**src/rtl/prc_pkg.sv**
```systemverilog
`default_nettype none

package prc_pkg;

    localparam int TABLE_DEPTH_DEF = 64;
    localparam int ADDR_WIDTH_DEF  = 64;
    localparam int MARKS_W         = 3;

    typedef enum logic [1:0] {
        CMD_CLEAR  = 2'd0,
        CMD_APPEND = 2'd1,
        CMD_CHECK  = 2'd2,
        CMD_LOOKUP = 2'd3
    } t_cmd;

    // Outcome of comparing one table entry against the walk cursor
    typedef struct packed {
        logic start_above;  // entry start > cursor
        logic end_le_cur;   // entry end <= cursor
        logic end_lt_stop;  // entry end < stop
        logic marks_ok;     // entry carries every required mark
    } t_cmp;

endpackage

`default_nettype wire

```
**src/rtl/prc_cmp.sv**
```systemverilog
`default_nettype none

module prc_cmp #(
    parameter int ADDR_WIDTH = prc_pkg::ADDR_WIDTH_DEF
) (
    input  wire logic [ADDR_WIDTH-1:0]      i_ent_start,
    input  wire logic [ADDR_WIDTH-1:0]      i_ent_end,
    input  wire logic [prc_pkg::MARKS_W-1:0] i_ent_marks,
    input  wire logic [ADDR_WIDTH-1:0]      i_cur,
    input  wire logic [ADDR_WIDTH-1:0]      i_stop,
    input  wire logic [prc_pkg::MARKS_W-1:0] i_need,
    output prc_pkg::t_cmp                   o_cmp
);

    import prc_pkg::*;

    always_comb begin
        o_cmp.start_above = (i_ent_start > i_cur);
        o_cmp.end_le_cur  = (i_ent_end <= i_cur);
        o_cmp.end_lt_stop = (i_ent_end < i_stop);
        o_cmp.marks_ok    = ((i_ent_marks & i_need) == i_need);
    end

endmodule

`default_nettype wire

```
**config.mk**
```make
export PLATFORM = sky130hd
export DESIGN_NAME = prc_cmp
export DESIGN_NICKNAME = d
export VERILOG_FILES = /design/src/rtl/prc_pkg.sv /design/src/rtl/prc_cmp.sv
export SDC_FILE = /design/constraint.sdc
export NUM_CORES = 1
export LEC_CHECK = 0
export BUFFER_PORTS_ARGS = -buffer_cell sky130_fd_sc_hd__buf_2
export CORE_MARGIN = 4
export CORE_UTILIZATION = 40
export DETAILED_ROUTE_END_ITERATION = 7
export PLACE_DENSITY = 0.74
export SLEW_MARGIN = 20
export SYNTH_ARGS = -nofsm -noshare
export SYNTH_HDL_FRONTEND = slang
export SYNTH_SLANG_ARGS = --single-unit
```
**constraint.sdc**
```tcl
create_clock -name vclk -period 4.6
set_input_delay 0.92 -clock vclk [all_inputs]
set_output_delay 0.92 -clock vclk [all_outputs]
set_load 0.005 [all_outputs]
```
# Word level (Yosys, flattened, before mapping)
# Cells that the tools add are included.
# word_totals
in_bits	262
output_inout_bits	4
wordCells	5
regBits	0
# classes
eq_ne	1
magnitude_cmp	3
bitwise_logic	1
# op_table
cell	n
$gt 64x64->1	1
$le 64x64->1	1
$lt 64x64->1	1
$and 3x3->3	1
$eq 3x3->1	1

# Longest topological paths before layout
# Gate-level depths: netlist (run 1).
# depth
word_depth	2
mapped_depth	8

# Worst setup path before layout (run 1)
# Ideal clock, no wire load.
# synth_path
path_kind	input to output
start	in i_stop[46]
end	out o_cmp[1] (netlist name)
t_arrival_ns	2.315
cell_stages	8
required_ns	3.680
slack_ns	1.365
n_path_buf	0
path_cell_list	inv_1 ha_1 a21o_1 a221o_1 a31oi_1 o21ai_1 a311o_1 nor2_1
# synth_lines
item	line_no	rtl
start, declared	prc_cmp.sv:10	input wire logic [ADDR_WIDTH-1:0] i_stop,
end, declared	prc_cmp.sv:12	output prc_pkg::t_cmp o_cmp

==> flow_metrics.env, run 1 <==
export IMPL_antenna_found_initial=0
export IMPL_die_h_um=116
export IMPL_syn_area_um2=4670
export IMPL_grt_use_met3_pct=2.56
export IMPL_rsz0062_at_grt="false"
export IMPL_seq_cell_count=0
export IMPL_p_total_mw=0.505
export IMPL_drtAntennaViolNets=0
export IMPL_cellPowerDensity_nw_per_um2=81.7
export IMPL_synth_cell_types=46
export IMPL_final_util_pct=54.1
export IMPL_std_cell_rows=39
export IMPL_grtUsageMet1_pct=26.6
export IMPL_grtUsageMet2_pct=41.7
export IMPL_synth_warnings=0
export IMPL_clock_buffers=0
export IMPL_via_count=5297
export IMPL_slew_headroom_pct=69.4
export IMPL_critical_path_class="primary input to output pin"
export IMPL_drc=0
export IMPL_post_synth_top_count_cell="ha_1"
export IMPL_ctsResizeCount=0
export IMPL_drive_gt1_share_pct=31.2
export IMPL_synth_top_cell_area_share_pct=51.2
export IMPL_synthCells=623
export IMPL_viasPerCell=5.13
export IMPL_wl_um=15500
export IMPL_die_w_um=116
export IMPL_syn_to_final_growth_pct=32.3
export IMPL_synthTopCellsByCount="ha_1 (191), inv_1 (133), a21oi_1 (71)"
export IMPL_timing_fmax_mhz=251
export IMPL_tightest_slew_ns=0.447
export IMPL_track_usage_pct=21.6
export IMPL_drt_iter0_drc=181
export IMPL_regArea_um2=0
export IMPL_cts_hold_fix_buffers=0
export IMPL_finalSetupViolCount=0
export IMPL_ys_top_cells_by_area="ha_1 (51%), inv_1 (11%), a21oi_1 (7.6%)"
export IMPL_io_pins=266
export IMPL_peakVddDrop_v=0.0000430
export IMPL_syn_num_nets=1076
export IMPL_grt_busiest_layer="met2"
export IMPL_finalCritPeriodShare_pct=86.6
export IMPL_post_cts_buffers=0
export IMPL_overflow=0
export IMPL_core_area_um2=11400
export IMPL_synth_top_area_cell="ha_1"
export IMPL_holdCritPathClass="primary input to output pin"
export IMPL_hold_viol_final=0
export IMPL_hpwl_um=14900
export IMPL_die_area_um2=13500
export IMPL_ys_seq_area_share_pct=0
export IMPL_crit_arrival_ns=3.06
export IMPL_post_drt_wl_per_cell_um=15.0
export IMPL_grt_max_degree=5
export IMPL_fill_cells=1148
export IMPL_required_ns=3.68
export IMPL_dr_pass1_iters=4
export IMPL_grt_pass1_wl_um=23900
export IMPL_gp_congestion=0.913
export IMPL_first_global_vias=5245
export IMPL_outcome="finished clean"
export IMPL_nets=1344
export IMPL_n_antenna_cell=0
export IMPL_initial_core_util_pct=40.9
export IMPL_cap_violations=0
export IMPL_crit_path_max_fanout=4
export IMPL_fin_crit_ns=3.98
export IMPL_end_kind="output pin"
export IMPL_holdWs_ns=2.08
export IMPL_slew_violations=0
export IMPL_multiInputGateArea_um2=4170
export IMPL_syn_avg_cell_area_um2=7.50
export IMPL_cp_start_kind="primary input"
export IMPL_p_leak_nw=3.81
export IMPL_setup_tns_ns=0
export IMPL_port_buffers=266
layout by cell type, fill, tap and decap left out, types with 2 or more instances in the layout:
cell,synthesis,final
a221oi_1,3,3
nand2b_1,4,4
a211oi_1,7,7
a21oi_1,71,71
nor2b_1,4,4
nand4_1,37,37
a221o_1,3,3
a21boi_0,3,3
ha_1,191,191
a21o_1,16,16
nand4_2,3,3
nor3_1,8,8
o2111ai_1,2,2
o21a_1,3,3
nor2_1,18,18
o21ai_0,9,9
nor4_1,2,2
a22oi_1,2,2
a31oi_1,2,2
nor4_4,2,2
nand3_1,23,23
inv_1,133,133
nor4_2,3,3
buf_2,0,266
o21ai_1,12,12
o211ai_1,6,6
nand2_1,36,36
power breakdown:
group | internal, mW | switching [mW] | total [mW]
Sequential | 0 | 0 | 0
Clock | 0 | 0 | 0
Combinational | 0.243 | 0.262 | 0.505
Total | 0.243 | 0.262 | 0.505
cell type report:
class	instances	area share, %
Multi-Input combinational cell	490	67.5
Timing Repair Buffer	266	21.5
Inverter	133	8.08
Tap cell	143	2.90
per-layer routing:
| layer | vias to the layer above | part of all wire, % |
|---|---|---|
| li1 | 2817 | - |
| met3 | 12 | 8.1 |
| met1 | 2283 | 42 |
| met2 | 185 | 49 |
| met4 | 0 | 0.84 |
| met5 | - | 0 |
cell families (layout without fill, tap and decap cells):
kind of cell    after synthesis  count (layout)  synth area share, %
buf+inv                     133             399                 10.7
compound gates              154             154                 20.7
fa+ha+maj                   191             191                 51.2
simple gates                145             145                 17.4
final timing paths:
kind | startpoint | endpoint | cells past startpoint
max | i_ent_end[59] | o_cmp[1] | 9
min | i_need[1] | o_cmp[0] | 3
worst max-delay path, cell delays in order:
cell      delay, ns
buf_2          0.12
ha_1           0.31
nand4_1        0.24
nor4_4         0.47
nand4_1        0.29
o221ai_1       0.30
a311o_1        0.21
nor2_1         0.06
buf_2          0.14
metrics by stage:
step | setup slack [ns] | std cells | area, um^2
after CTS | 0.594 | 1032 | 6180
after global routing | 0.495 | 1032 | 6180
after floorplan | 1.37 | 623 | 4670
final | 0.616 | 1032 | 6180
after global placement | 0.590 | 1032 | 6180
after detailed placement | 0.606 | 1032 | 6180
No activity file was read; power rests on OpenSTA's default activity.
==> run 2: changes to the inputs <==
- ABC_AREA: default -> 1
- PLACE_DENSITY: 0.74 -> 0.73
==> flow_metrics.env, run 2 <==
export IMPL_seq_cell_count=0
export IMPL_drc=0
export IMPL_slew_violations=0
export IMPL_ys_seq_area_share_pct=0
export IMPL_viasPerCell=4.70
export IMPL_post_cts_buffers=0
export IMPL_die_h_um=117
export IMPL_ctsResizeCount=0
export IMPL_p_leak_nw=4.16
export IMPL_post_dp_cell_area_um2=6300
export IMPL_outcome="finished clean"
export IMPL_antenna_found_initial=0
export IMPL_die_w_um=117
export IMPL_via_count=5437
export IMPL_syn_num_nets=1202
export IMPL_port_buffers=266
export IMPL_overflow=0
export IMPL_cellPowerDensity_nw_per_um2=80.5
export IMPL_grt_pass1_wl_um=23700
export IMPL_syn_avg_cell_area_um2=6.39
export IMPL_die_area_um2=13800
export IMPL_end_kind="output pin"
export IMPL_first_global_vias=5516
export IMPL_post_drt_wl_per_cell_um=12.3
export IMPL_crit_path_max_fanout=3
export IMPL_timing_fmax_mhz=300
export IMPL_synth_cell_types=24
export IMPL_drive_gt1_share_pct=26.9
export IMPL_dr_pass1_iters=4
export IMPL_required_ns=3.68
export IMPL_cap_violations=0
export IMPL_hpwl_um=13800
export IMPL_hold_viol_final=0
export IMPL_layout_commonest_cell="buf_2"
export IMPL_synthTopCellsByCount="ha_1 (191), inv_1 (164), nand2_1 (163)"
export IMPL_regArea_um2=0
export IMPL_core_area_um2=11600
export IMPL_rsz0062_at_grt="false"
export IMPL_post_synth_top_count_cell="ha_1"
export IMPL_drtAntennaViolNets=0
export IMPL_setup_tns_ns=0
export IMPL_syn_to_final_growth_pct=31.5
export IMPL_synth_warnings=0
export IMPL_crit_arrival_ns=2.41
export IMPL_track_usage_pct=19.8
export IMPL_nets=1470
export IMPL_cp_start_kind="primary input"
export IMPL_finalSetupViolCount=0
export IMPL_initial_core_util_pct=41.4
export IMPL_peakVddDrop_v=0.0000414
export IMPL_syn_area_um2=4790
export IMPL_clock_buffers=0
export IMPL_grt_max_degree=4
export IMPL_io_pins=266
export IMPL_synth_top_area_cell="ha_1"
export IMPL_tightest_slew_ns=0.331
export IMPL_finalCritPeriodShare_pct=72.3
export IMPL_drt_iter0_drc=141
export IMPL_critical_path_class="primary input to output pin"
export IMPL_layout_common_cells="buf_2 (266), ha_1 (191), inv_1 (164), nand2_1 (163), a21oi_1 (94)"
export IMPL_ys_top_cells_by_area="ha_1 (50%), inv_1 (13%), nand2_1 (13%)"
export IMPL_std_cell_rows=39
export IMPL_cts_hold_fix_buffers=0
export IMPL_wl_um=14300
export IMPL_holdCritPathClass="primary input to output pin"
export IMPL_synth_top_cell_area_share_pct=49.9
export IMPL_fin_crit_ns=3.33
export IMPL_slew_headroom_pct=77.7
export IMPL_design_area_um2=6300
export IMPL_final_util_pct=54.5
export IMPL_synthCells=749
export IMPL_n_antenna_cell=0
export IMPL_gp_congestion=0.924
==> run 2: cell count changes after synthesis, moves of 7 or more <==
cell and delta:
a21oi_1 +23, a211oi_1 -7, o21ai_0 +15, o21ai_1 -12, nor2_1 +36, a21o_1 -14, inv_1 +31, nand2_1 +127
nand4_1 -24
==> run 2: cell type report <==
cell class | instances | area (um^2)
Fill cell | 1219 | 5270
Multi-Input combinational cell | 584 | 4170
Timing Repair Buffer | 266 | 1330
Inverter | 165 | 619
Tap cell | 143 | 179
==> run 2: routing by layer <==
| metal | vias up | track usage, % | routed length, um |
|---|---|---|---|
| met5 | - | 0 | 0 |
| li1 | 3012 | - | - |
| met2 | 201 | 38.2 | 7010 |
| met3 | 10 | 3.37 | 1110 |
| met4 | 0 | 1.76 | 117 |
| met1 | 2214 | 23.5 | 6060 |
==> run 2: kinds of logic (layout without fill, tap and decap cells) <==
logic type	Yosys count	after routing	share of synthesized area, %
compound gates	131	131	14.3
fa+ha+maj	191	191	49.9
buf+inv	165	431	12.9
simple gates	262	262	22.8
==> run 2: final timing paths <==
kind                   from  endpoint  slack (ns)  depth (start not counted)
hold / removal    i_need[0]  o_cmp[0]        2.08                          3
setup / recovery  i_cur[63]  o_cmp[2]        1.27                          9
==> run 2: through the flow <==
stage	hold slack [ns]	worst slack, ns	cells	total power, mW
after detailed placement	2.08	1.18	1158	0.510
after global placement	2.08	1.20	1158	0.500
after CTS	2.09	1.17	1158	0.513
after global routing	2.11	1.03	1158	0.599
final	2.08	1.27	1158	0.507
after floorplan	1.90	1.76	749	0.301
==> run 2: worst max-delay path, stage by stage <==
cell and delay [ns]:
buf_2 0.08, inv_1 0.05, ha_1 0.31, nand4_1 0.17, nor3_1 0.22, nor3b_2 0.32, nand4_1 0.12, nand2_1 0.09
buf_2 0.11
==> run 2: report_power, final <==
| part | switching [mW] | leakage (nW) | internal (mW) |
|---|---|---|---|
| Sequential | 0 | 0 | 0 |
| Clock | 0 | 0 | 0 |
| Combinational | 0.265 | 4.16 | 0.242 |
| Total | 0.265 | 4.16 | 0.242 |
==> run 3: changes to the inputs <==
- clock period: 4.6 -> 3.3 ns (I/O delays scaled with it)
==> flow_metrics.env, run 3 (synthesis gave the netlist of run 2 again) <==
export IMPL_syn_to_final_growth_pct=31.7
export IMPL_overflow=0
export IMPL_dp_cells=1159
export IMPL_die_area_um2=13800
export IMPL_drive_gt1_share_pct=27.0
export IMPL_cellPowerDensity_nw_per_um2=112
export IMPL_port_buffers=266
export IMPL_fill_cells=1201
export IMPL_slew_violations=0
export IMPL_critical_path_class="primary input to output pin"
export IMPL_seq_cell_count=0
export IMPL_die_w_um=117
export IMPL_tightest_slew_ns=0.260
export IMPL_hold_viol_final=0
export IMPL_post_cts_buffers=0
export IMPL_p_total_mw=0.706
export IMPL_io_pins=266
export IMPL_std_cell_rows=39
export IMPL_setup_tns_ns=0
export IMPL_core_area_um2=11600
export IMPL_first_global_vias=5425
export IMPL_crit_top_cell="nand2_1"
export IMPL_grt_max_degree=4
export IMPL_slowest_stage="ha_1"
export IMPL_ctsResizeCount=0
export IMPL_worstPathCellList="buf_2 > ha_1 > nand2_1 > inv_1 > o21ai_0 > a21oi_1 > nor2_1 > nand2_1 > a21oi_1 > nand2_1 > nand2_1 > buf_2"
export IMPL_dr_pass1_iters=4
export IMPL_hold_depth=3
export IMPL_fin_cells=1159
export IMPL_peakVddDrop_v=0.0000578
export IMPL_slew_headroom_pct=82.5
export IMPL_fin_crit_ns=2.82
export IMPL_p_leak_nw=4.17
export IMPL_hpwl_um=13900
export IMPL_min_to="o_cmp[0]"
export IMPL_nets=1471
export IMPL_cts_hold_fix_buffers=0
export IMPL_finalSetupViolCount=0
export IMPL_outcome="finished clean"
export IMPL_finalCritPeriodShare_pct=85.6
export IMPL_die_h_um=117
export IMPL_regArea_um2=0
export IMPL_layout_commonest_cell="buf_2"
export IMPL_rsz0062_at_grt="false"
export IMPL_required_ns=2.64
export IMPL_grt_pass1_wl_um=23700
export IMPL_timing_fmax_mhz=354
export IMPL_post_drt_wl_per_cell_um=12.4
export IMPL_layout_common_cells="buf_2 (266), ha_1 (191), inv_1 (164), nand2_1 (163), a21oi_1 (94)"
export IMPL_crit_arrival_ns=2.16
export IMPL_drtAntennaViolNets=0
export IMPL_worstHoldStart="i_need[0]"
export IMPL_viasPerCell=4.70
export IMPL_antenna_found_initial=0
export IMPL_track_usage_pct=19.8
export IMPL_holdCritPathClass="primary input to output pin"
export IMPL_via_count=5452
export IMPL_wl_um=14300
export IMPL_drt_iter0_drc=134
export IMPL_n_antenna_cell=0
export IMPL_cp_start_kind="primary input"
export IMPL_cap_violations=0
export IMPL_initial_core_util_pct=41.4
export IMPL_cpPeakStageDelay_ns=0.30
export IMPL_end_kind="output pin"
export IMPL_clock_buffers=0
export IMPL_gp_congestion=0.853
export IMPL_drc=0
export IMPL_crit_path_max_fanout=2
[run 3: worst max-delay path by stage]
stage                     depth (start not counted)     startpoint  slack, ns       end
after global placement                           12  i_ent_end[41]       0.41  o_cmp[2]
final                                            12  i_ent_end[41]       0.48  o_cmp[2]
after global routing                             12  i_ent_end[41]       0.25  o_cmp[2]
after detailed placement                         12  i_ent_end[41]       0.41  o_cmp[2]
after floorplan                                   8      i_cur[39]       0.98  o_cmp[2]
after CTS                                        12  i_ent_end[41]       0.40  o_cmp[2]
[run 3: critical path: cells and delay by family]
| kind | cells | cell delay (ns) |
|---|---|---|
| buffers and inverters | 3 | 0.26 |
| AND/OR/NAND/NOR | 5 | 0.40 |
| AO/OA/AOI/OAI | 3 | 0.53 |
| adder cells (fa/ha/maj) | 1 | 0.30 |
[run 3: layer usage]
metal	GRT usage (%)	wire length, um	vias to the layer above
li1	-	-	3013
met2	37.2	6910	184
met1	23.8	6030	2239
met4	2.49	216	0
met3	4.09	1170	16
met5	0	0	-
[run 3: stage by stage]
stage          hold slack [ns]  utilization (%)  area, um^2  worst slack, ns
3_3_place_gp              1.56             54.5        6310            0.410
2_1_floorplan             1.38                -        4790            0.976
3_5_place_dp              1.57             54.5        6310            0.405
4_1_cts                   1.57             54.5        6310            0.403
6_report                  1.56             54.5        6310            0.477
5_1_grt                   1.57             54.5        6310            0.251
[run 3: final cells by class]
cell class	instances	area [um^2]	share of cell area [%]
multi-input cells	584	4170	66.1
repair buffers	267	1340	21.2
inverters	165	619	9.82
well taps	143	179	2.84
[run 3: power by group]
part | switching, mW | internal [mW] | leakage, nW
Clock | 0 | 0 | 0
Combinational | 0.369 | 0.337 | 4.17
Sequential | 0 | 0 | 0
Total | 0.369 | 0.337 | 4.17
